**src/hw/rtl/klpd_pkg.sv**
```systemverilog
// ============================================================================
// klpd_pkg - keypad long press detector package
// Codes, reset values and the key code decoder shared by the detector.
// ============================================================================
package klpd_pkg;

   localparam int NUM_KEYS_DEF  = 22;
   localparam int HOLD_KEYS_DEF = 20;

   localparam logic [15:0] THRESHOLD_RESET = 16'd500;

   localparam logic        OP_POLL     = 1'b0;
   localparam logic        OP_EVENT    = 1'b1;
   localparam logic [15:0] EV_TYPE_KEY = 16'd1;

   localparam logic [1:0] VAL_RELEASE = 2'd0;
   localparam logic [1:0] VAL_PRESS   = 2'd1;

   localparam logic [1:0] KIND_PRESS   = 2'd0;
   localparam logic [1:0] KIND_RELEASE = 2'd1;
   localparam logic [1:0] KIND_HOLD    = 2'd2;

   typedef enum logic [1:0] {
      ST_IDLE,
      ST_SCAN,
      ST_EVENT,
      ST_DONE
   } state_type;

   typedef struct packed {
      logic       hit;
      logic [4:0] id;
   } key_map_type;

   function automatic key_map_type map_code(input logic [15:0] code);
      key_map_type m;
      m.hit = 1'b1;
      unique case (code) inside
         16'd82,  16'd512:          m.id = 5'd0;
         16'd79,  16'd513:          m.id = 5'd1;
         16'd80,  16'd514:          m.id = 5'd2;
         16'd81,  16'd515:          m.id = 5'd3;
         16'd75,  16'd516:          m.id = 5'd4;
         16'd76,  16'd517:          m.id = 5'd5;
         16'd77,  16'd518:          m.id = 5'd6;
         16'd71,  16'd519:          m.id = 5'd7;
         16'd72,  16'd520:          m.id = 5'd8;
         16'd73,  16'd521:          m.id = 5'd9;
         16'd522:                   m.id = 5'd10;
         16'd523:                   m.id = 5'd11;
         16'd103:                   m.id = 5'd12;
         16'd108:                   m.id = 5'd13;
         16'd105:                   m.id = 5'd14;
         16'd106:                   m.id = 5'd15;
         16'd28, 16'd96, 16'd353:   m.id = 5'd16;
         16'd231, 16'd169:          m.id = 5'd17;
         16'd107, 16'd116:          m.id = 5'd18;
         16'd158, 16'd1:            m.id = 5'd19;
         16'd59,  16'd139:          m.id = 5'd20;
         16'd60,  16'd438:          m.id = 5'd21;
         default: begin
            m.hit = 1'b0;
            m.id  = 5'd0;
         end
      endcase
      return m;
   endfunction

endpackage

```
**src/hw/rtl/keypad_long_press_detector_top.sv**
```systemverilog
// ============================================================================
// keypad_long_press_detector_top - keypad long press detector
// Reports key press, release and hold words from raw key events and polls.
// ----------------------------------------------------------------------------
// req_* carries one word per poll or raw event; rsp_* returns exactly one word
// for each accepted req word, rsp_out_valid telling whether an event is in it.
// Both channels use valid/stall; csr_write_enable loads the hold threshold.
// After a req word is taken the block scans the hold-capable keys, one press
// stamp memory read and one elapsed-time compare per cycle, with the compare
// in the cycle after the read. A hold found at key k ends the scan early.
// Without a hold the scan covers all min(HOLD_KEYS,NUM_KEYS) hold-capable
// keys and the raw event is then handled in ST_EVENT; after the rsp word is
// taken the block returns to idle before it accepts the next req word.
// req_stall is high from accept until the rsp word is taken; while the
// receiver stalls, the rsp word holds and no new req word is accepted.
// Synchronous reset clears all held bits, the threshold returns to 500 ms and
// the block goes idle; press stamps are not cleared since they are read only
// for keys whose held bit is set.
// ============================================================================
module keypad_long_press_detector_top #(
   parameter int NUM_KEYS  = klpd_pkg::NUM_KEYS_DEF,
   parameter int HOLD_KEYS = klpd_pkg::HOLD_KEYS_DEF
) (
   input  logic        clock,
   input  logic        reset,
   input  logic        csr_write_enable,
   input  logic [15:0] csr_write_data,
   input  logic        req_valid,
   output logic        req_stall,
   input  logic        req_opcode,
   input  logic [31:0] req_now_ms,
   input  logic [15:0] req_event_type,
   input  logic [15:0] req_key_code,
   input  logic [1:0]  req_key_value,
   output logic        rsp_valid,
   input  logic        rsp_stall,
   output logic        rsp_out_valid,
   output logic [4:0]  rsp_key_id,
   output logic [1:0]  rsp_event_kind,
   output logic [31:0] rsp_stamp_ms,
   output logic        rsp_input_taken
);

   localparam int HOLD_LIM = (HOLD_KEYS < NUM_KEYS) ? HOLD_KEYS : NUM_KEYS;
   localparam int IDX_W    = (NUM_KEYS > 1) ? $clog2(NUM_KEYS) : 1;
   localparam logic [IDX_W-1:0] HOLD_LAST = IDX_W'(HOLD_LIM - 1);

   klpd_pkg::state_type state_ff, state_in;

   logic [15:0]         thr_ff;
   logic [NUM_KEYS-1:0] held_ff, held_in;

   logic        op_ff;
   logic [31:0] now_ff;
   logic [15:0] type_ff;
   logic [15:0] code_ff;
   logic [1:0]  value_ff;

   logic [IDX_W-1:0] issue_ff, issue_in;
   logic [IDX_W-1:0] cmp_idx_ff;
   logic             cmp_vld_ff;
   logic [31:0]      stamp_rd_ff;
   logic [31:0]      stamp_mem [NUM_KEYS];

   logic        rsp_out_valid_ff, rsp_out_valid_in;
   logic [4:0]  rsp_key_id_ff, rsp_key_id_in;
   logic [1:0]  rsp_event_kind_ff, rsp_event_kind_in;
   logic [31:0] rsp_stamp_ms_ff, rsp_stamp_ms_in;
   logic        rsp_input_taken_ff, rsp_input_taken_in;

   logic                 accept;
   logic [31:0]          elapsed;
   logic                 hold_hit;
   logic                 scan_last;
   klpd_pkg::key_map_type kmap;
   logic                 key_ok;
   logic                 ev_press;
   logic                 ev_release;
   logic [IDX_W-1:0]     key_idx;
   logic                 stamp_we;

   assign accept = req_valid && !req_stall;

   // shared elapsed-time unit
   assign elapsed   = now_ff - stamp_rd_ff;
   assign hold_hit  = cmp_vld_ff && held_ff[cmp_idx_ff] && (elapsed >= {16'd0, thr_ff});
   assign scan_last = cmp_vld_ff && (cmp_idx_ff == HOLD_LAST);

   assign kmap       = klpd_pkg::map_code(code_ff);
   assign key_ok     = (op_ff == klpd_pkg::OP_EVENT) && (type_ff == klpd_pkg::EV_TYPE_KEY)
                       && kmap.hit && ({2'd0, kmap.id} < 7'(NUM_KEYS));
   assign ev_press   = key_ok && (value_ff == klpd_pkg::VAL_PRESS);
   assign ev_release = key_ok && (value_ff == klpd_pkg::VAL_RELEASE);
   assign key_idx    = IDX_W'(kmap.id);

   // next state
   always_comb begin
      state_in = state_ff;
      unique case (state_ff)
         klpd_pkg::ST_IDLE: begin
            if (accept) state_in = klpd_pkg::ST_SCAN;
         end
         klpd_pkg::ST_SCAN: begin
            if (hold_hit) state_in = klpd_pkg::ST_DONE;
            else if (scan_last) state_in = klpd_pkg::ST_EVENT;
         end
         klpd_pkg::ST_EVENT: begin
            state_in = klpd_pkg::ST_DONE;
         end
         klpd_pkg::ST_DONE: begin
            if (!rsp_stall) state_in = klpd_pkg::ST_IDLE;
         end
         default: state_in = klpd_pkg::ST_IDLE;
      endcase
   end

   // outputs and datapath
   always_comb begin
      req_stall          = (state_ff != klpd_pkg::ST_IDLE);
      rsp_valid          = (state_ff == klpd_pkg::ST_DONE);
      issue_in           = issue_ff;
      held_in            = held_ff;
      stamp_we           = 1'b0;
      rsp_out_valid_in   = rsp_out_valid_ff;
      rsp_key_id_in      = rsp_key_id_ff;
      rsp_event_kind_in  = rsp_event_kind_ff;
      rsp_stamp_ms_in    = rsp_stamp_ms_ff;
      rsp_input_taken_in = rsp_input_taken_ff;
      unique case (state_ff)
         klpd_pkg::ST_IDLE: begin
            issue_in = '0;
         end
         klpd_pkg::ST_SCAN: begin
            if (issue_ff != HOLD_LAST) issue_in = issue_ff + 1'b1;
            if (hold_hit) begin
               held_in[cmp_idx_ff] = 1'b0;
               rsp_out_valid_in    = 1'b1;
               rsp_key_id_in       = 5'(cmp_idx_ff);
               rsp_event_kind_in   = klpd_pkg::KIND_HOLD;
               rsp_stamp_ms_in     = now_ff;
               rsp_input_taken_in  = (op_ff == klpd_pkg::OP_POLL);
            end
         end
         klpd_pkg::ST_EVENT: begin
            rsp_out_valid_in   = ev_press || ev_release;
            rsp_key_id_in      = (ev_press || ev_release) ? kmap.id : 5'd0;
            rsp_event_kind_in  = ev_release ? klpd_pkg::KIND_RELEASE : klpd_pkg::KIND_PRESS;
            rsp_stamp_ms_in    = (ev_press || ev_release) ? now_ff : 32'd0;
            rsp_input_taken_in = 1'b1;
            if (ev_press) begin
               held_in[key_idx] = 1'b1;
               stamp_we         = 1'b1;
            end else if (ev_release) begin
               held_in[key_idx] = 1'b0;
            end
         end
         klpd_pkg::ST_DONE: begin
         end
         default: begin
         end
      endcase
   end

   always_ff @(posedge clock) begin
      if (reset) begin
         state_ff   <= klpd_pkg::ST_IDLE;
         thr_ff     <= klpd_pkg::THRESHOLD_RESET;
         held_ff    <= '0;
         issue_ff   <= '0;
         cmp_idx_ff <= '0;
         cmp_vld_ff <= 1'b0;
      end else begin
         state_ff   <= state_in;
         held_ff    <= held_in;
         issue_ff   <= issue_in;
         cmp_idx_ff <= issue_ff;
         cmp_vld_ff <= (state_ff == klpd_pkg::ST_SCAN) && !hold_hit && !scan_last;
         if (csr_write_enable) thr_ff <= csr_write_data;
      end
   end

   always_ff @(posedge clock) begin
      if (accept) begin
         op_ff    <= req_opcode;
         now_ff   <= req_now_ms;
         type_ff  <= req_event_type;
         code_ff  <= req_key_code;
         value_ff <= req_key_value;
      end
      rsp_out_valid_ff   <= rsp_out_valid_in;
      rsp_key_id_ff      <= rsp_key_id_in;
      rsp_event_kind_ff  <= rsp_event_kind_in;
      rsp_stamp_ms_ff    <= rsp_stamp_ms_in;
      rsp_input_taken_ff <= rsp_input_taken_in;
   end

   // press stamp memory
   always_ff @(posedge clock) begin
      if (stamp_we) stamp_mem[key_idx] <= now_ff;
      stamp_rd_ff <= stamp_mem[issue_ff];
   end

   assign rsp_out_valid   = rsp_out_valid_ff;
   assign rsp_key_id      = rsp_key_id_ff;
   assign rsp_event_kind  = rsp_event_kind_ff;
   assign rsp_stamp_ms    = rsp_stamp_ms_ff;
   assign rsp_input_taken = rsp_input_taken_ff;

   // no new word while a result is pending
   a_busy_while_rsp: assert property (@(posedge clock) disable iff (reset)
      rsp_valid |-> req_stall)
      else $error("req accepted while rsp pending");

   // holds only come from hold-capable keys
   a_hold_key_range: assert property (@(posedge clock) disable iff (reset)
      (rsp_valid && rsp_out_valid && rsp_event_kind == klpd_pkg::KIND_HOLD)
      |-> ({3'd0, rsp_key_id} < 8'(HOLD_LIM)))
      else $error("hold on key outside hold range");

   // deferred input only with a hold word
   a_defer_only_hold: assert property (@(posedge clock) disable iff (reset)
      (rsp_valid && !rsp_input_taken)
      |-> (rsp_out_valid && rsp_event_kind == klpd_pkg::KIND_HOLD))
      else $error("input deferred without hold");

   // empty word carries zero fields
   a_empty_word: assert property (@(posedge clock) disable iff (reset)
      (rsp_valid && !rsp_out_valid)
      |-> (rsp_key_id == 5'd0 && rsp_stamp_ms == 32'd0 && rsp_input_taken))
      else $error("empty rsp word not cleared");

   // a hold clears the held bit of its key
   a_hold_clears: assert property (@(posedge clock) disable iff (reset)
      (state_ff == klpd_pkg::ST_SCAN && hold_hit) |=> !held_ff[$past(cmp_idx_ff)])
      else $error("held bit not cleared by hold");

endmodule

```
**config.mk**
```make
export PLATFORM = sky130hd
export DESIGN_NAME = keypad_long_press_detector_top
export DESIGN_NICKNAME = d
export VERILOG_FILES = /design/src/hw/rtl/klpd_pkg.sv /design/src/hw/rtl/keypad_long_press_detector_top.sv
export SDC_FILE = /design/constraint.sdc
export NUM_CORES = 1
export LEC_CHECK = 0
export BUFFER_PORTS_ARGS = -buffer_cell sky130_fd_sc_hd__buf_2
export CAP_MARGIN = 20
export CORE_ASPECT_RATIO = 0.75
export CORE_MARGIN = 2
export CORE_UTILIZATION = 45
export CTS_CLUSTER_DIAMETER = 80
export DETAILED_ROUTE_END_ITERATION = 8
export PLACE_DENSITY = 0.71
export REMOVE_ABC_BUFFERS = 1
export SYNTH_ARGS = -nofsm -noshare
export SYNTH_HDL_FRONTEND = slang
export SYNTH_SLANG_ARGS = --single-unit
```
**constraint.sdc**
```tcl
create_clock -name clock -period 4.95 [get_ports clock]
set_input_delay 0.99 -clock clock [delete_from_list [all_inputs] [get_ports clock]]
set_output_delay 0.99 -clock clock [all_outputs]
set_load 0.1 [all_outputs]
```
* Word level (Yosys, flattened, before mapping) *
Memories as Yosys holds them, arrays and structs flattened. A register that Yosys moved wholly into a read port is not among the register bits.
Index checks and enable logic that the tools add are counted.

cells by class
  add/subtract/negate cells = 2
  magnitude comparators = 6
  eq/ne operators = 52
  muxes and demuxes = 36
  bitwise gates (word level) = 6
  reduce and logical (&&, ||, !) cells = 42

operators by type and width
  operator              count
  $eq 16x7->1 const B   17
  $eq 16x10->1 const B  12
  $pmux 5 s21           1
  $mux 22               3
  $eq 16x8->1 const B   4
  $mux 32               2
  $pmux 32 s2           1
  $and 22x22->22        2
  $not 22->22           2
  $pmux 22 s2           1
  $reduce_or 39->1      1
  $eq 16x1->1 const B   2
  $eq 16x6->1 const B   2
  $eq 16x9->1 const B   2
  $ge 32x16->1          1
  $sub 32x32->32        1
  $reduce_or 2->1       14
  $or 22x22->22         1
  $pmux 5 s2            2
  $eq 16x5->1 const B   1
  $mux 5                3
  $logic_and 1x1->1     13
  $lt 5x6->1 const B    2
  $mux 1                11
  23 further kinds      43

storage, ports and cells
  flip-flop bits (word level) = 159
  bits in writable memories = 704
  memories = 1

memory list
  memory     words  width  rd ports  clocked after Yosys merged registers in  write ports  RTL line                              RTL
  stamp_mem  22     32     1         1                                        1            keypad_long_press_detector_top.sv:63  logic [31:0] stamp_mem [NUM_KEYS];

* Longest topological paths before layout *
  word-level depth = 12
  depth in mapped cells = 22
  mapped depth without buffers = 20

* Least setup slack after synthesis *
No wires, ideal clock.

  kind = register to register
  start = register code_ff[3]
  end = memory stamp_mem[4][0] (enable)
  arrival = 4.518 ns
  required time = 4.489 ns
  slack = -0.029 ns
  cell stages (with the launch flop) = 12
  buffers on the path = 2
  clock period less this slack = 4.979 ns
  cell sequence = edfxtp_1 -> buf_2 -> or4b_1 -> mux2_2 -> o31ai_1 -> nor4_1 -> nand2_1 -> nor4_1 -> a21o_2 -> or2_1 -> buf_2 -> nor3_1

between the ends
  cells in the longest elaborated chain, start to end = 10
  elaborated cells on any way between the ends = 65

ends and longest elaborated chain
  item                                             RTL line                               RTL
  start: declaration                               keypad_long_press_detector_top.sv:56   logic [15:0] code_ff;
  start signal: assignment                         keypad_long_press_detector_top.sv:187  code_ff <= req_key_code;
  $eq 16x5->1, or another cell as far along        keypad_long_press_detector_top.sv:89   assign kmap = klpd_pkg::map_code(code_ff);
  $reduce_or 3->1, or another cell as far along    klpd_pkg.sv:38                         unique case (code) inside
  $pmux 5 s21 or $mux 1 (tied branches)            klpd_pkg.sv:38
  $lt 5x5->1 or $logic_and 1x1->1 (tied branches)  keypad_long_press_detector_top.sv:91   && kmap.hit && ({2'd0, kmap.id} < 7'(NUM_KEYS));
  $logic_and 1x1->1                                keypad_long_press_detector_top.sv:91
  $logic_and 1x1->1                                keypad_long_press_detector_top.sv:92   assign ev_press = key_ok && (value_ff == klpd_pkg::VAL_PRESS);
  $mux 1                                           keypad_long_press_detector_top.sv:150  if (ev_press) begin
  $mux 1                                           keypad_long_press_detector_top.sv:129  unique case (state_ff)
  $mux 1                                           keypad_long_press_detector_top.sv:199  if (stamp_we) stamp_mem[key_idx] <= now_ff;
  $mux 1 (not written as such)                     keypad_long_press_detector_top.sv:199
  end: declaration                                 keypad_long_press_detector_top.sv:63

Parallel ways exist; a longest one is shown, timed or not.

* Worst setup path in the final report *
  start = register now_ff[6]
  end = register rsp_stamp_ms_ff[24] (netlist: rsp_stamp_ms[24]) (enable)

between the ends
  cells in the longest elaborated chain, start to end = 5

ends and longest elaborated chain
  item                        RTL line                               RTL
  start: declaration          keypad_long_press_detector_top.sv:54   logic [31:0] now_ff;
  start signal: assignment    keypad_long_press_detector_top.sv:185  now_ff <= req_now_ms;
  $sub 32x32->32              keypad_long_press_detector_top.sv:85   assign elapsed = now_ff - stamp_rd_ff;
  $ge 32x16->1                keypad_long_press_detector_top.sv:86   assign hold_hit = cmp_vld_ff && held_ff[cmp_idx_ff] && (elapsed >= {16'd0, thr_ff});
  $logic_and 1x1->1           keypad_long_press_detector_top.sv:86
  $ne 2x2->1 (no line)        --
  $reduce_and 2->1 (no line)  --
  end signal: assignment      keypad_long_press_detector_top.sv:193  rsp_stamp_ms_ff <= rsp_stamp_ms_in;
  end: declaration            keypad_long_press_detector_top.sv:68   logic [31:0] rsp_stamp_ms_ff, rsp_stamp_ms_in;

No other way between the ends.
A chain may end at the register's enable or synchronous reset.

==> impl_summary.md <==
CTS
The TritonCTS clock tree is yes. At the later pin of the worst-skew pair, clock insertion delay measures 0.66 ns. The tree is rooted in a clkbuf_16. The clock passes through at most 3 buffers.

The number of CTS-inserted buffers is 86. Counting every sink on the clock net gives ~900. The level count of the clock H-tree is 3.

The clock transition at the registers of the reported paths is 0.06 ns.

Global routing
The via count of the first global-routing pass is 21,220. The initial antenna violation count was 5. The overall track demand over capacity in global routing is 23.34%.

The first global-routing pass estimated 143,600 um of wire. Summed over all layers, the global routing overflow is 0. The largest net degree at the start of global routing is between 70 and 80.

Placed design
After legalization and detailed placement, the total HPWL measured about 60,000 um. Including well taps, the total number of placed cells is 3,435. Once placement finished, the instance area stood at 0.04006 mm2.

Prior to clock tree synthesis, the placed netlist has a worst setup slack of 0.1995 ns. At the end of routability-driven placement, the weighted congestion stood at 0.9218. The count of port buffers added during placement is 130.

Routing
The post-route DRC violation count is 0. The routed length per placed instance is roughly 27 um. Dividing the detail-routed via count by the number of cells gives approximately 6.0.

The number of DRC markers in iteration 0 is 2,779. Summed over all layers, the routed wires come to around 99,000 um. The routed layout has between 20,000 and 25,000 vias. Before antenna repair, the detailed router went through 5 iterations. Once detail routing completed, the nets flagged for antenna violations numbered 0.

Critical path
The type of element launching the critical path is a register. At the worst endpoint, the required time is 5.34 ns. The critical path endpoint category is a register. The maximum net fanout on the critical path is 17.

Data arrives at the worst endpoint at 5.02 ns. The worst setup path is of the reg -> reg kind.

Synth
The dominant cell type by area after synthesis is edfxtp_1. The xor/xnor cell area share of the yosys netlist is 0.5622%. The simple-gate area share of the yosys netlist is ~6.3%. The most instantiated flip-flop cell in the synthesis netlist is edfxtp_1.

For this run, the number of Yosys warnings is 0. The adder-cell share of the synthesized area is under 10%. Summed over its instances, the top area cell type makes up between 60% and 70% of the synthesized netlist area.

The part of the Yosys area used for sequential elements is 69.66%. The gate count of the mapped netlist is 2,212. Synthesis instantiated 96 different standard cells from the library.

After synthesis, the share of cell area in mux cells is 13.22%. Counting flops with a built-in enable in the synthesized netlist gives 812. Counting flops and latches in the post-synthesis netlist gives 895. Each instance of the synthesized netlist takes up on average 16.90 um2. The post-synthesis instance area is 0.03739 mm2.

By area the synthesized netlist is led by edfxtp_1, mux4_2, dfxtp_1, ha_1, mux2i_1. The most common cell in the synthesized netlist is edfxtp_1. The largest family of logic cells by synthesized area is multiplexers.

The fraction of registers with async set/reset is 0%. The commonest cells after synthesis are edfxtp_1, mux4_2, nand2_1. The complex-gate fraction of the synthesized area is 5.903%.

Floorplan
After floorplanning, the core was sized to cover 0.08221 mm2. The die is between 200 and 300 um tall. The x dimension of the die is 336.8 um. The floorplan step defined a die boundary enclosing between 0.08 and 0.09 mm2. The effective utilization at floorplan is 45.48%. Row generation in the floorplan step produced 91 rows. The I/O pin count is 131.

STA
The count of pins over their slew limit is 0. The largest clock skew in the final design is 0.02692 ns. The worst path uses 93.43% of the clock period. Setup violations remaining at the end of the flow were counted as 0. The smallest clock period supported by the final layout is computed as 4.625 ns. The number of hold violations in the final report is 0.

At the pin with the least slew margin, the transition time is 1.112 ns. For this run, the top clock speed supported by timing is 0.2162 GHz. The relative slew slack is 25.18%.

In the post-route analysis, the smallest setup slack over all paths is between 0.3 and 0.4 ns.

Final layout
The sequential cells in the finished layout cover a total of 0.02606 mm2. Compared with the post-synthesis result, the final layout area differs by 14.49%. Summing all non-filler instances in the final layout gives an area of 0.04281 mm2. The final net count is 2,553. Cells with a size suffix above 1 make up 25.92% of the layout. 0 antenna diodes ended up in the layout. The number of non-filler instances in the completed layout is 3,597. The footprint of the multi-input gates is between 0.01 and 0.015 mm2. Fill cells in the final layout number roughly 6,700.

Power
The clock share of power is 30.5%. The part of the total power dissipated in combinational logic is 24.5%. In this run the static leakage power is 13.79 nW. In this run, flip-flops and latches consume 45.0% of the power. The power per unit of standard cell area is roughly 480 mW/mm2.

The total internal power is between 0.01 and 0.015 W. IR analysis of the VDD net gives a maximum drop of 332.7 uV. The analysis attributes to net switching a power of 0.006349 W. Of the total power, the share spent switching nets is between 30% and 40%.

Run
The max-capacitance violation count is 0.

Run status
The run finished with clean final reports.

Worst hold path
The path class of the lowest-slack min-delay path is reg -> reg.
-- state kept, by name, indices dropped and copies added (netlist names), named ones only --
signal,cells
thr_ff,16
state_ff,2
rsp_out_valid,1
stamp_rd_ff,32
type_ff,16
rsp_stamp_ms,32
now_ff,32
code_ff,16
cmp_vld_ff,1
cmp_idx_ff,5
rsp_event_kind,2
stamp_mem,704
rsp_key_id,5
value_ff,2
issue_ff,5
op_ff,1
rsp_input_taken,1
-- layout make-up --
cell class,instances,share of cell area [%]
Sequential cell,895,60.88
Multi-Input combinational cell,1093,24.59
Clock buffer,110,5.337
Timing Repair Buffer,233,4.104
Tap cell,1116,3.262
Clock inverter,47,0.9237
Inverter,103,0.9032
-- timing repair --
| action | CTS | global route |
|---|---|---|
| gates resized for setup | 0 | 2 |
| setup endpoints to repair | 0 | 61 |
| setup buffers | 0 | 3 |
| hold buffers | 0 | 0 |
-- path summary, 6_finish.rpt --
path | start | to | slack, ns | depth (start not counted)
worst min register to register | register | register | 0.48 | 2
worst max register to register | now_ff[6] | rsp_stamp_ms[24] | 0.33 | 17
worst max-delay path | now_ff[6] | rsp_stamp_ms[24] | 0.33 | 17
worst min-delay path | register | register | 0.48 | 2
-- power by group through the flow --
stage                     sequential [W]  combinational, W  clock, W
after floorplan                   0.0102           0.00291         0
after global placement           0.00944           0.00486         0
after detailed placement         0.00946           0.00491         0
after CTS                        0.00930           0.00493   0.00637
after global routing             0.00929           0.00541   0.00667
final                            0.00925           0.00503   0.00626
-- worst max-delay path, cell delays in order (launching register included) --
cell	delay, ns
edfxtp_1	0.52
ha_2	0.45
nand2_1	0.09
or3_4	0.35
a211oi_2	0.29
nor2_1	0.09
xnor2_1	0.21
ha_1	0.28
nand3_1	0.09
a21boi_0	0.09
a2111oi_0	0.38
o2111a_1	0.25
nand4_1	0.10
nor4_2	0.29
nand4_1	0.14
buf_4	0.19
a31o_4	0.33
buf_12	0.20
-- logic make-up (layout without fill, tap and decap cells) --
logic type               count (synthesis)  after routing
AND/OR/NAND/NOR                        439            439
flip-flops                             895            895
buffers and inverters                  225            493
adder cells (fa/ha/maj)                 53             53
AO/OA/AOI/OAI                          329            330
XOR/XNOR                                24             24
multiplexers                           247            247
-- per-layer routing --
| layer | part of all wire [%] | wire length [um] | vias up | track usage (%) |
|---|---|---|---|---|
| li1 | - | - | 9174 | - |
| met1 | 42 | 41840 | 11240 | 34.02 |
| met2 | 46 | 45320 | 1009 | 35.43 |
| met3 | 9.2 | 9052 | 145 | 5.525 |
| met4 | 2.5 | 2429 | 0 | 6.148 |
| met5 | 0 | 0 | - | 0 |
-- through the flow --
step | hold WS (ns) | setup TNS (ns) | util [%] | total power (W)
floorplan | 0.4308 | -210.37 | - | 0.01310
global route | 0.4708 | -0.005211 | 52.07 | 0.02136
CTS | 0.4628 | 0 | 52.00 | 0.02060
global placement | 0.4548 | 0 | 48.74 | 0.01430
finish | 0.4807 | 0 | 52.07 | 0.02055
detailed placement | 0.4660 | 0 | 48.74 | 0.01437
-- cell usage in the layout (no fill, tap or decap), types with 26 or more instances in the layout --
| master | instances |
|---|---|
| edfxtp_1 | 812 |
| mux4_2 | 197 |
| buf_2 | 130 |
| nand2_1 | 113 |
| inv_1 | 102 |
| clkbuf_16 | 88 |
| dfxtp_1 | 78 |
| nor2_1 | 77 |
| buf_4 | 77 |
| o21ai_0 | 71 |
| a21oi_1 | 69 |
| ha_1 | 51 |
| o211ai_1 | 49 |
| mux2i_1 | 47 |
| and2_1 | 35 |
| nand4_1 | 32 |
| nand3_1 | 26 |
No activity file was read; power rests on OpenSTA's default activity.
